## src/rtl/tlc_pkg.sv

```systemverilog
// ----------------------------------------------------------------------------
// tlc_pkg
// shared constants and types of the two-way lru tag lookup unit
// ----------------------------------------------------------------------------
package tlc_pkg;

  // default geometry
  localparam int NUM_SETS_DEF   = 64;
  localparam int LINE_BYTES_DEF = 32;
  localparam int ADDR_BITS_DEF  = 32;

  // fixed field widths
  localparam int ADDR_IN_W = 32;
  localparam int OFFSET_W  = 5;
  localparam int BLOCK_W   = 27;
  localparam int SET_IDX_W = 6;
  localparam int TAG_OUT_W = 21;
  localparam int CNT_W     = 32;

  // way codes
  localparam logic WAY_0 = 1'b0;
  localparam logic WAY_1 = 1'b1;

  // status of one set as seen by the lookup
  typedef struct packed {
    logic valid0;
    logic valid1;
    logic recent;
  } tlc_stat_t;

  // update of one set after a lookup
  typedef struct packed {
    logic en;
    logic way;
  } tlc_upd_t;

  // one result item
  typedef struct packed {
    logic [OFFSET_W-1:0]  byte_offset;
    logic [BLOCK_W-1:0]   block_number;
    logic [SET_IDX_W-1:0] set_index;
    logic                 way;
    logic [TAG_OUT_W-1:0] line_tag;
    logic                 miss;
    logic                 replaced;
    logic [TAG_OUT_W-1:0] evicted_tag;
    logic [CNT_W-1:0]     hit_total;
    logic [CNT_W-1:0]     miss_total;
  } tlc_result_t;

endpackage

```

## src/rtl/tlc_in_if.sv

```systemverilog
// ----------------------------------------------------------------------------
// tlc_in_if
// address channel: valid, ready and one byte address per transfer
// ----------------------------------------------------------------------------
interface tlc_in_if;
  logic                          valid;
  logic                          ready;
  logic [tlc_pkg::ADDR_IN_W-1:0] address;

  modport source (output valid, output address, input ready);
  modport sink (input valid, input address, output ready);
endinterface

```

## src/rtl/tlc_out_if.sv

```systemverilog
// ----------------------------------------------------------------------------
// tlc_out_if
// result channel: valid, ready and the lookup result fields per transfer
// ----------------------------------------------------------------------------
interface tlc_out_if;
  logic                          valid;
  logic                          ready;
  logic [tlc_pkg::OFFSET_W-1:0]  byte_offset;
  logic [tlc_pkg::BLOCK_W-1:0]   block_number;
  logic [tlc_pkg::SET_IDX_W-1:0] set_index;
  logic                          way;
  logic [tlc_pkg::TAG_OUT_W-1:0] line_tag;
  logic                          miss;
  logic                          replaced;
  logic [tlc_pkg::TAG_OUT_W-1:0] evicted_tag;
  logic [tlc_pkg::CNT_W-1:0]     hit_total;
  logic [tlc_pkg::CNT_W-1:0]     miss_total;

  modport source (
    output valid, output byte_offset, output block_number, output set_index,
    output way, output line_tag, output miss, output replaced,
    output evicted_tag, output hit_total, output miss_total, input ready
  );
  modport sink (
    input valid, input byte_offset, input block_number, input set_index,
    input way, input line_tag, input miss, input replaced,
    input evicted_tag, input hit_total, input miss_total, output ready
  );
endinterface

```

## src/rtl/tlc_ram.sv

```systemverilog
// ----------------------------------------------------------------------------
// tlc_ram
// generic single-write, single-read ram with registered read data
// ----------------------------------------------------------------------------
module tlc_ram #(
  parameter int WIDTH = 8,
  parameter int DEPTH = 64
) (
  input  logic                     clk_i,
  input  logic                     we_i,
  input  logic [$clog2(DEPTH)-1:0] waddr_i,
  input  logic [WIDTH-1:0]         wdata_i,
  input  logic                     re_i,
  input  logic [$clog2(DEPTH)-1:0] raddr_i,
  output logic [WIDTH-1:0]         rdata_o
);

  logic [WIDTH-1:0] mem_q [DEPTH];
  logic [WIDTH-1:0] rdata_q;

  always_ff @(posedge clk_i) begin
    if (we_i) begin
      mem_q[waddr_i] <= wdata_i;
    end
    if (re_i) begin
      rdata_q <= mem_q[raddr_i];
    end
  end

  assign rdata_o = rdata_q;

endmodule

```

## src/rtl/tlc_lru_state.sv

```systemverilog
// ----------------------------------------------------------------------------
// tlc_lru_state
// per-set valid bits of both ways and most recently used way bit
// ----------------------------------------------------------------------------
module tlc_lru_state #(
  parameter int NUM_SETS = tlc_pkg::NUM_SETS_DEF
) (
  input  logic                        clk_i,
  input  logic                        rst_ni,
  input  logic [$clog2(NUM_SETS)-1:0] set_i,
  output tlc_pkg::tlc_stat_t          stat_o,
  input  tlc_pkg::tlc_upd_t           upd_i
);

  import tlc_pkg::*;

  logic [NUM_SETS-1:0] valid0_q;
  logic [NUM_SETS-1:0] valid1_q;
  logic [NUM_SETS-1:0] recent_q;

  always_ff @(posedge clk_i or negedge rst_ni) begin
    if (!rst_ni) begin
      valid0_q <= '0;
      valid1_q <= '0;
      recent_q <= '0;
    end else if (upd_i.en) begin
      if (upd_i.way == WAY_1) begin
        valid1_q[set_i] <= 1'b1;
      end else begin
        valid0_q[set_i] <= 1'b1;
      end
      recent_q[set_i] <= upd_i.way;
    end
  end

  assign stat_o.valid0 = valid0_q[set_i];
  assign stat_o.valid1 = valid1_q[set_i];
  assign stat_o.recent = recent_q[set_i];

endmodule

```

## src/rtl/two_way_lru_cache_tag_lookup_unit.sv

```systemverilog
// ----------------------------------------------------------------------------
// two_way_lru_cache_tag_lookup_unit
// tag store of a two-way set-associative cache with lru replacement
// ----------------------------------------------------------------------------
//  channel  | dir | handshake    | payload
//  ---------+-----+--------------+---------------------------------------------
//  in_i     | in  | valid/ready  | address
//  out_o    | out | valid/ready  | offset, block, set, way, tag, miss,
//           |     |              | replaced, evicted tag, hit/miss totals
//
//  one address per cycle sustained while out does not stall; the input
//  transfer loads the lookup register and the registered tag ram read,
//  which feed the compare, then the result register
//  reset clears valid bits, lru bits and totals at once; no clearing pass
//  a stalled result holds in the result register; the lookup stage holds
//  behind it and input ready drops only when both are full and out stalls
// ----------------------------------------------------------------------------
module two_way_lru_cache_tag_lookup_unit #(
  parameter int NUM_SETS   = tlc_pkg::NUM_SETS_DEF,
  parameter int LINE_BYTES = tlc_pkg::LINE_BYTES_DEF,
  parameter int ADDR_BITS  = tlc_pkg::ADDR_BITS_DEF
) (
  input  logic     clk_i,
  input  logic     rst_ni,
  tlc_in_if.sink   in_i,
  tlc_out_if.source out_o
);

  import tlc_pkg::*;

  localparam int OFF_W = $clog2(LINE_BYTES);
  localparam int SET_W = $clog2(NUM_SETS);
  // tag keeps at least one bit when offset and set use up the address
  localparam int TAG_W = (ADDR_BITS > OFF_W + SET_W) ? ADDR_BITS - OFF_W - SET_W : 1;
  localparam logic [63:0] ADDR_MASK =
    (ADDR_BITS >= 64) ? '1 : ((64'd1 << ADDR_BITS) - 64'd1);
  localparam logic [63:0] OFF_MASK = 64'(LINE_BYTES - 1);
  localparam logic [63:0] SET_MASK = 64'(NUM_SETS - 1);

  // handshake
  logic in_xfer;
  logic s1_adv;
  logic s1_vld_q;
  logic out_vld_q;

  assign s1_adv  = s1_vld_q && (!out_vld_q || out_o.ready);
  assign in_i.ready = !s1_vld_q || s1_adv;
  assign in_xfer = in_i.valid && in_i.ready;

  // set index of the incoming address drives the tag ram read
  logic [63:0]      in_addr64;
  logic [SET_W-1:0] in_set;

  assign in_addr64 = 64'(in_i.address) & ADDR_MASK;
  assign in_set    = in_addr64[OFF_W +: SET_W];

  // lookup register
  logic [ADDR_IN_W-1:0] s1_addr_q;

  always_ff @(posedge clk_i or negedge rst_ni) begin
    if (!rst_ni) begin
      s1_vld_q <= 1'b0;
    end else if (in_i.ready) begin
      s1_vld_q <= in_i.valid;
    end
  end

  always_ff @(posedge clk_i) begin
    if (in_xfer) begin
      s1_addr_q <= in_i.address;
    end
  end

  // address split of the item in the lookup stage
  logic [63:0]      s1_addr64;
  logic [63:0]      s1_off64;
  logic [63:0]      s1_block64;
  logic [63:0]      s1_set64;
  logic [63:0]      s1_tag64;
  logic [SET_W-1:0] s1_set;
  logic [TAG_W-1:0] s1_tag;

  assign s1_addr64  = 64'(s1_addr_q) & ADDR_MASK;
  assign s1_off64   = s1_addr64 & OFF_MASK;
  assign s1_block64 = s1_addr64 >> OFF_W;
  assign s1_set64   = s1_block64 & SET_MASK;
  assign s1_tag64   = s1_block64 >> SET_W;
  assign s1_set     = s1_set64[SET_W-1:0];
  assign s1_tag     = s1_tag64[TAG_W-1:0];

  // tag rams, one per way
  logic             ram_we0;
  logic             ram_we1;
  logic [TAG_W-1:0] ram_tag0;
  logic [TAG_W-1:0] ram_tag1;

  tlc_ram #(
    .WIDTH (TAG_W),
    .DEPTH (NUM_SETS)
  ) u_tag_ram0 (
    .clk_i   (clk_i),
    .we_i    (ram_we0),
    .waddr_i (s1_set),
    .wdata_i (s1_tag),
    .re_i    (in_xfer),
    .raddr_i (in_set),
    .rdata_o (ram_tag0)
  );

  tlc_ram #(
    .WIDTH (TAG_W),
    .DEPTH (NUM_SETS)
  ) u_tag_ram1 (
    .clk_i   (clk_i),
    .we_i    (ram_we1),
    .waddr_i (s1_set),
    .wdata_i (s1_tag),
    .re_i    (in_xfer),
    .raddr_i (in_set),
    .rdata_o (ram_tag1)
  );

  // last tag written; covers a fill that lands on the edge the next read
  // of the same set is taken, where the ram still returns the old tag
  logic             byp_vld_q;
  logic             byp_way_q;
  logic [SET_W-1:0] byp_set_q;
  logic [TAG_W-1:0] byp_tag_q;

  logic [TAG_W-1:0] tag0;
  logic [TAG_W-1:0] tag1;

  always_comb begin
    tag0 = ram_tag0;
    tag1 = ram_tag1;
    if (byp_vld_q && (byp_set_q == s1_set)) begin
      if (byp_way_q == WAY_1) begin
        tag1 = byp_tag_q;
      end else begin
        tag0 = byp_tag_q;
      end
    end
  end

  // valid and lru bits
  tlc_stat_t stat;
  tlc_upd_t  upd;

  tlc_lru_state #(
    .NUM_SETS (NUM_SETS)
  ) u_lru_state (
    .clk_i  (clk_i),
    .rst_ni (rst_ni),
    .set_i  (s1_set),
    .stat_o (stat),
    .upd_i  (upd)
  );

  // compare both ways, pick the victim on a miss
  logic             hit0;
  logic             hit1;
  logic             hit;
  logic             way;
  logic             evict;
  logic [TAG_W-1:0] old_tag;
  logic [63:0]      old_tag64;

  always_comb begin
    hit0    = stat.valid0 && (tag0 == s1_tag);
    hit1    = stat.valid1 && (tag1 == s1_tag);
    hit     = hit0 || hit1;
    old_tag = '0;
    evict   = 1'b0;
    if (hit) begin
      way = hit0 ? WAY_0 : WAY_1;
    end else begin
      // fill the way that is not most recently used
      way = (stat.recent == WAY_1) ? WAY_0 : WAY_1;
      if (way == WAY_1) begin
        evict = stat.valid1;
        if (stat.valid1) begin
          old_tag = tag1;
        end
      end else begin
        evict = stat.valid0;
        if (stat.valid0) begin
          old_tag = tag0;
        end
      end
    end
  end

  assign old_tag64 = 64'(old_tag);

  assign upd.en  = s1_adv;
  assign upd.way = way;
  assign ram_we0 = s1_adv && !hit && (way == WAY_0);
  assign ram_we1 = s1_adv && !hit && (way == WAY_1);

  always_ff @(posedge clk_i or negedge rst_ni) begin
    if (!rst_ni) begin
      byp_vld_q <= 1'b0;
    end else if (s1_adv && !hit) begin
      byp_vld_q <= 1'b1;
    end
  end

  always_ff @(posedge clk_i) begin
    if (s1_adv && !hit) begin
      byp_way_q <= way;
      byp_set_q <= s1_set;
      byp_tag_q <= s1_tag;
    end
  end

  // running totals
  logic [CNT_W-1:0] hit_cnt_q;
  logic [CNT_W-1:0] hit_cnt_d;
  logic [CNT_W-1:0] miss_cnt_q;
  logic [CNT_W-1:0] miss_cnt_d;

  assign hit_cnt_d  = hit ? hit_cnt_q + CNT_W'(1) : hit_cnt_q;
  assign miss_cnt_d = hit ? miss_cnt_q : miss_cnt_q + CNT_W'(1);

  always_ff @(posedge clk_i or negedge rst_ni) begin
    if (!rst_ni) begin
      hit_cnt_q  <= '0;
      miss_cnt_q <= '0;
    end else if (s1_adv) begin
      hit_cnt_q  <= hit_cnt_d;
      miss_cnt_q <= miss_cnt_d;
    end
  end

  // result register
  tlc_result_t res_d;
  tlc_result_t res_q;

  always_comb begin
    res_d.byte_offset  = s1_off64[OFFSET_W-1:0];
    res_d.block_number = s1_block64[BLOCK_W-1:0];
    res_d.set_index    = s1_set64[SET_IDX_W-1:0];
    res_d.way          = way;
    res_d.line_tag     = s1_tag64[TAG_OUT_W-1:0];
    res_d.miss         = !hit;
    res_d.replaced     = evict;
    res_d.evicted_tag  = old_tag64[TAG_OUT_W-1:0];
    res_d.hit_total    = hit_cnt_d;
    res_d.miss_total   = miss_cnt_d;
  end

  always_ff @(posedge clk_i or negedge rst_ni) begin
    if (!rst_ni) begin
      out_vld_q <= 1'b0;
    end else if (!out_vld_q || out_o.ready) begin
      out_vld_q <= s1_vld_q;
    end
  end

  always_ff @(posedge clk_i) begin
    if (s1_adv) begin
      res_q <= res_d;
    end
  end

  assign out_o.valid        = out_vld_q;
  assign out_o.byte_offset  = res_q.byte_offset;
  assign out_o.block_number = res_q.block_number;
  assign out_o.set_index    = res_q.set_index;
  assign out_o.way          = res_q.way;
  assign out_o.line_tag     = res_q.line_tag;
  assign out_o.miss         = res_q.miss;
  assign out_o.replaced     = res_q.replaced;
  assign out_o.evicted_tag  = res_q.evicted_tag;
  assign out_o.hit_total    = res_q.hit_total;
  assign out_o.miss_total   = res_q.miss_total;

  // checks
  logic [CNT_W-1:0] ref_total;
  assign ref_total = hit_cnt_q + miss_cnt_q;

  // a set never holds the same tag in both ways
  a_single_hit: assert property (@(posedge clk_i) disable iff (!rst_ni)
    s1_vld_q |-> !(hit0 && hit1))
    else $error("tag matched in both ways of one set");

  // every completed lookup bumps exactly one total
  a_total_step: assert property (@(posedge clk_i) disable iff (!rst_ni)
    s1_adv |=> ref_total == $past(ref_total) + CNT_W'(1))
    else $error("hit and miss totals out of step");

  // an eviction is only reported on a miss
  a_evict_on_miss: assert property (@(posedge clk_i) disable iff (!rst_ni)
    out_vld_q && out_o.replaced |-> out_o.miss)
    else $error("eviction reported on a hit");

  // the tag rams are written only on a miss, into one way
  a_fill_one_way: assert property (@(posedge clk_i) disable iff (!rst_ni)
    (ram_we0 || ram_we1) |-> (s1_adv && !hit && !(ram_we0 && ram_we1)))
    else $error("tag ram write outside a miss fill");

endmodule
```

## src/flat_wrapper.sv

```systemverilog
// flat-port wrapper written by rule: the top's interface ports become plain ports
module two_way_lru_cache_tag_lookup_unit_flat import tlc_pkg::*;
#(
  parameter int NUM_SETS   = tlc_pkg::NUM_SETS_DEF,
  parameter int LINE_BYTES = tlc_pkg::LINE_BYTES_DEF,
  parameter int ADDR_BITS  = tlc_pkg::ADDR_BITS_DEF
)
  (clk_i, rst_ni, in_i_valid, in_i_address, in_i_ready, out_o_valid, out_o_byte_offset, out_o_block_number, out_o_set_index, out_o_way, out_o_line_tag, out_o_miss, out_o_replaced, out_o_evicted_tag, out_o_hit_total, out_o_miss_total, out_o_ready);
  tlc_in_if in_i_i ();
  tlc_out_if out_o_i ();
  input  logic clk_i;
  input  logic rst_ni;
  input wire logic [$bits(in_i_i.valid)-1:0] in_i_valid;
  input wire logic [$bits(in_i_i.address)-1:0] in_i_address;
  output wire logic [$bits(in_i_i.ready)-1:0] in_i_ready;
  output wire logic [$bits(out_o_i.valid)-1:0] out_o_valid;
  output wire logic [$bits(out_o_i.byte_offset)-1:0] out_o_byte_offset;
  output wire logic [$bits(out_o_i.block_number)-1:0] out_o_block_number;
  output wire logic [$bits(out_o_i.set_index)-1:0] out_o_set_index;
  output wire logic [$bits(out_o_i.way)-1:0] out_o_way;
  output wire logic [$bits(out_o_i.line_tag)-1:0] out_o_line_tag;
  output wire logic [$bits(out_o_i.miss)-1:0] out_o_miss;
  output wire logic [$bits(out_o_i.replaced)-1:0] out_o_replaced;
  output wire logic [$bits(out_o_i.evicted_tag)-1:0] out_o_evicted_tag;
  output wire logic [$bits(out_o_i.hit_total)-1:0] out_o_hit_total;
  output wire logic [$bits(out_o_i.miss_total)-1:0] out_o_miss_total;
  input wire logic [$bits(out_o_i.ready)-1:0] out_o_ready;
  assign in_i_i.valid = in_i_valid;
  assign in_i_i.address = in_i_address;
  assign in_i_ready = in_i_i.ready;
  assign out_o_valid = out_o_i.valid;
  assign out_o_byte_offset = out_o_i.byte_offset;
  assign out_o_block_number = out_o_i.block_number;
  assign out_o_set_index = out_o_i.set_index;
  assign out_o_way = out_o_i.way;
  assign out_o_line_tag = out_o_i.line_tag;
  assign out_o_miss = out_o_i.miss;
  assign out_o_replaced = out_o_i.replaced;
  assign out_o_evicted_tag = out_o_i.evicted_tag;
  assign out_o_hit_total = out_o_i.hit_total;
  assign out_o_miss_total = out_o_i.miss_total;
  assign out_o_i.ready = out_o_ready;
  two_way_lru_cache_tag_lookup_unit #(.NUM_SETS(NUM_SETS), .LINE_BYTES(LINE_BYTES), .ADDR_BITS(ADDR_BITS)) u_core (.clk_i(clk_i), .rst_ni(rst_ni), .in_i(in_i_i), .out_o(out_o_i));
endmodule
```

## config.mk

```make
export PLATFORM = sky130hd
export DESIGN_NAME = two_way_lru_cache_tag_lookup_unit_flat
export DESIGN_NICKNAME = d
export VERILOG_FILES = /design/src/rtl/tlc_pkg.sv /design/src/rtl/tlc_in_if.sv /design/src/rtl/tlc_out_if.sv /design/src/rtl/tlc_ram.sv /design/src/rtl/tlc_lru_state.sv /design/src/rtl/two_way_lru_cache_tag_lookup_unit.sv /design/src/flat_wrapper.sv
export SDC_FILE = /design/constraint.sdc
export NUM_CORES = 2
export LEC_CHECK = 0
export ABC_CLOCK_PERIOD_IN_PS = 8400
export BUFFER_PORTS_ARGS = -buffer_cell sky130_fd_sc_hd__buf_2
export CORE_UTILIZATION = 55
export DETAILED_ROUTE_END_ITERATION = 8
export PLACE_DENSITY_LB_ADDON = 0.12
export SYNTH_ARGS = -nofsm -noshare
export SYNTH_HDL_FRONTEND = slang
export SYNTH_SLANG_ARGS = --single-unit
export TNS_END_PERCENT = 10
```

## constraint.sdc

```tcl
create_clock -name clk_i -period 8.4 [get_ports clk_i]
set_input_delay 1.68 -clock clk_i [delete_from_list [all_inputs] [get_ports clk_i]]
set_output_delay 1.68 -clock clk_i [all_outputs]
set_load 0.02 [all_outputs]
```

==> results.cfg <==
[run_status]
status = completed

[logic_synthesis]
synthCells = 5637
synth_cell_types = 68
synth_top_cell_area_share = 0.7083
synth_edf_count = 2910
syn_nets = 5675
ys_seq_area_frac = 0.7608
synthArstFlopShare = 0.08173
syn_area_per_cell_um2 = 21.89
synth_ff_type = edfxtp_1
netlist_area_um2 = 123400
ys_seq_elements = 3169
synth_top_cell_by_area = edfxtp_1
yosysWarnings = 0
synth_area_leaders = edfxtp_1, mux4_2, dfrtp_1

[setup_path]
cp.required_ns = 8.94
path_cells = buf_12, and3b_1, a32o_1, a221o_1, o21ai_0, nand3_1, nor4_2, nand2_4, buf_12, nor2_2
cp.arrival_ns = 6.44
cp_slowest_stage_delay_ns = 1.09
cp_common_cell = buf_12
path_max_fanout = 39
r2r_start = u_core.s1_addr_q[7]
cp-start-kind = flop
path_class = reg -> reg
critPathSlowestCell = edfxtp_1
rr_endpoint = u_core.u_tag_ram1.mem_q[25][1]
rrSetupSlack_ns = 2.51
worst_setup_path_end_kind = flop
r2r_cells = 10

[finish]
final_cell_mix = edfxtp_1, mux4_2, clkbuf_16
multiInputGateArea_um2 = 28500
area_growth_pct = 13.05
fillCellCount = 15130
mostFrequentLayoutCell = edfxtp_1
register_area_um2 = 93870
drive_above_1_share = 0.3062
layout.nets = 6115

[placement]
port_buffers = 184
dpl.hpwl_um = 204000
gp_congestion = 0.9384

[clock_tree]
cts_buffers = 332
clk_pin_slew_ns = 0.06
post_cts_buffers = 0
tritoncts = done
hold_buffers = 0
htree_levels = 5
ctsResizeCount = 0
cts_sinks = 3169
clockRootBuffer = clkbuf_16
clkLatencyLatePin_ns = 0.96
clock_path_buffers = 4

[global_routing]
grt_pass1_vias = 59670
overflow = 0
grt_max_degree = 135
grt_first_pass_wirelength_um = 460200
antenna_found_initial = 31
grt_usage = 0.2941

[hold_path]
min_to = u_core.out_o.byte_offset[1]
hold_depth = 0
hp-class = reg -> reg
hp-start = u_core.s1_addr_q[1]

[pwr]
p_sw_mw = 7.613
p_leak_nw = 45.56
p_comb_frac = 0.068
swShare = 0.2230
power_mw = 34.15
power.density_nw_per_um2 = 244.8
seqPwrFrac = 0.523
vdd_drop_max_mv = 0.1793
internal_power_mw = 26.53
power_frac_clock = 0.409

[detailed_routing]
via_per_inst = 6.598
via_count = 61380
route.detailed.drc = 0
ant_nets = 0
wire_per_inst_um = 35.26
dr.pass1.iters = 9
drt_iter0_drc = 8832
wirelength_um = 328000

[sta]
skew_ns = 0.04036
fin_crit_sh = 0.7013
final-hold-violation-count = 0
rsz0062_at_grt = no
setup_viol = 0
setup_tns_ns = 0
worst_slew_pin_slew_ns = 1.296
fin_crit_ns = 5.891
report.final.slew_viol_count = 0
slew_headroom = 0.1363
fmaxAchievable_mhz = 169.7

[floorplan]
rows = 173
ioPinCount = 185
die_area_um2 = 226200
core_um2 = 222500
die_w_um = 475.6
die_y_um = 475.6
start_util = 0.5544

[run]
max_cap_viol_count = 0
-- area by class of cell --
cell class	count	area share
Multi-Input combinational cell	2119	0.2043
Sequential cell	3169	0.6730
Inverter	27	0.0007625
Clock inverter	148	0.008657
Antenna cell	8	0.0001435
Timing Repair Buffer	428	0.02226
Tap cell	2975	0.02669
Clock buffer	428	0.06417
-- flip-flops by register name, indices dropped and copies added, names as in the netlist, 5 cells and up --
name	count
u_core.u_tag_ram0.mem_q	1344
u_core.u_tag_ram1.mem_q	1344
u_core.u_lru_state.recent_q	64
u_core.u_lru_state.valid0_q	64
u_core.u_lru_state.valid1_q	64
u_core.hit_cnt_q	32
u_core.miss_cnt_q	32
u_core.out_o.hit_total	32
u_core.out_o.miss_total	32
u_core.s1_addr_q	32
u_core.byp_tag_q	21
u_core.out_o.evicted_tag	21
u_core.out_o.line_tag	21
u_core.u_tag_ram0.rdata_o	21
u_core.u_tag_ram1.rdata_o	21
u_core.byp_set_q	6
u_core.out_o.byte_offset	5
u_core.out_o.set_index	5
-- critical path, delay by kind of cell (launching register included) --
| family | cells | cell delay (ns) |
|---|---|---|
| and+or+nand+nor | 5 | 2.88 |
| DFF | 1 | 1.09 |
| buffers and inverters | 2 | 0.76 |
| AOI/OAI and AO/OA | 3 | 0.69 |
-- how the worst max path moves through the flow --
stage / startpoint / end / slack [ns] / depth (start not counted)
2_1_floorplan: out_o_ready / u_core.u_tag_ram0.mem_q[48][0] / 0.27 / 6
3_3_place_gp: u_core.s1_addr_q[7] / u_core.u_tag_ram1.mem_q[25][5] / 2.67 / 10
3_5_place_dp: u_core.s1_addr_q[7] / u_core.u_tag_ram1.mem_q[25][13] / 2.66 / 10
4_1_cts: u_core.s1_addr_q[7] / u_core.u_tag_ram1.mem_q[25][16] / 2.64 / 10
5_1_grt: u_core.s1_addr_q[5] / u_core.u_tag_ram1.mem_q[25][2] / 2.31 / 9
6_report: u_core.s1_addr_q[7] / u_core.u_tag_ram1.mem_q[25][1] / 2.51 / 10
-- kinds of logic (layout without fill, tap and decap cells) --
logic type	after synthesis	in the layout	share of synthesized area
buffers and inverters	349	1031	0.01231
other	0	8	0
AO/OA/AOI/OAI	320	320	0.01816
multiplexers	989	989	0.1711
adder cells (fa/ha/maj)	2	2	0.0002028
XOR/XNOR	179	179	0.01271
flip-flops	3169	3169	0.7608
AND/OR/NAND/NOR	629	629	0.02469
-- metal layers --
metal	track usage	vias up	wire (µm)
met5	0	-	124
met2	0.4438	3289	153600
met1	0.4395	33240	132900
met3	0.05543	502	30550
met4	0.09395	6	10860
li1	-	24340	-
-- Yosys cell counts (all sizes together) (20+ instances only) --
library cell	instances
o21ai	81
clkbuf	171
buf	151
mux2i	75
inv	26
o21bai	128
nand2	210
xnor2	111
mux2	20
nor2	158
nor4	26
and3	22
xor2	68
edfxtp	2910
nand3	58
mux4	894
nor3	73
nand4	31
dfrtp	259
-- stage by stage --
stage,setup WS [ns],area [µm²],util,instances,hold WS [ns]
CTS,2.639,139500,0.6267,9294,0.4171
detailed placement,2.656,129300,0.5811,8718,0.4045
global placement,2.668,129300,0.5811,8718,0.4015
floorplan,0.2684,123400,-,5637,0.4003
finish,2.509,139500,0.6268,9302,0.4174
global route,2.313,139500,0.6267,9295,0.4247
-- power by group through the flow --
stage,Sequential [mW],Combinational (mW),Clock [mW]
after detailed placement,18.2,2.34,0
after floorplan,18.3,1.20,0
after CTS,17.8,2.34,14.1
after global placement,18.2,2.31,0
final,17.9,2.34,14.0
after global routing,17.9,2.45,14.7
Note: power is estimated with default switching activity, not from simulation.
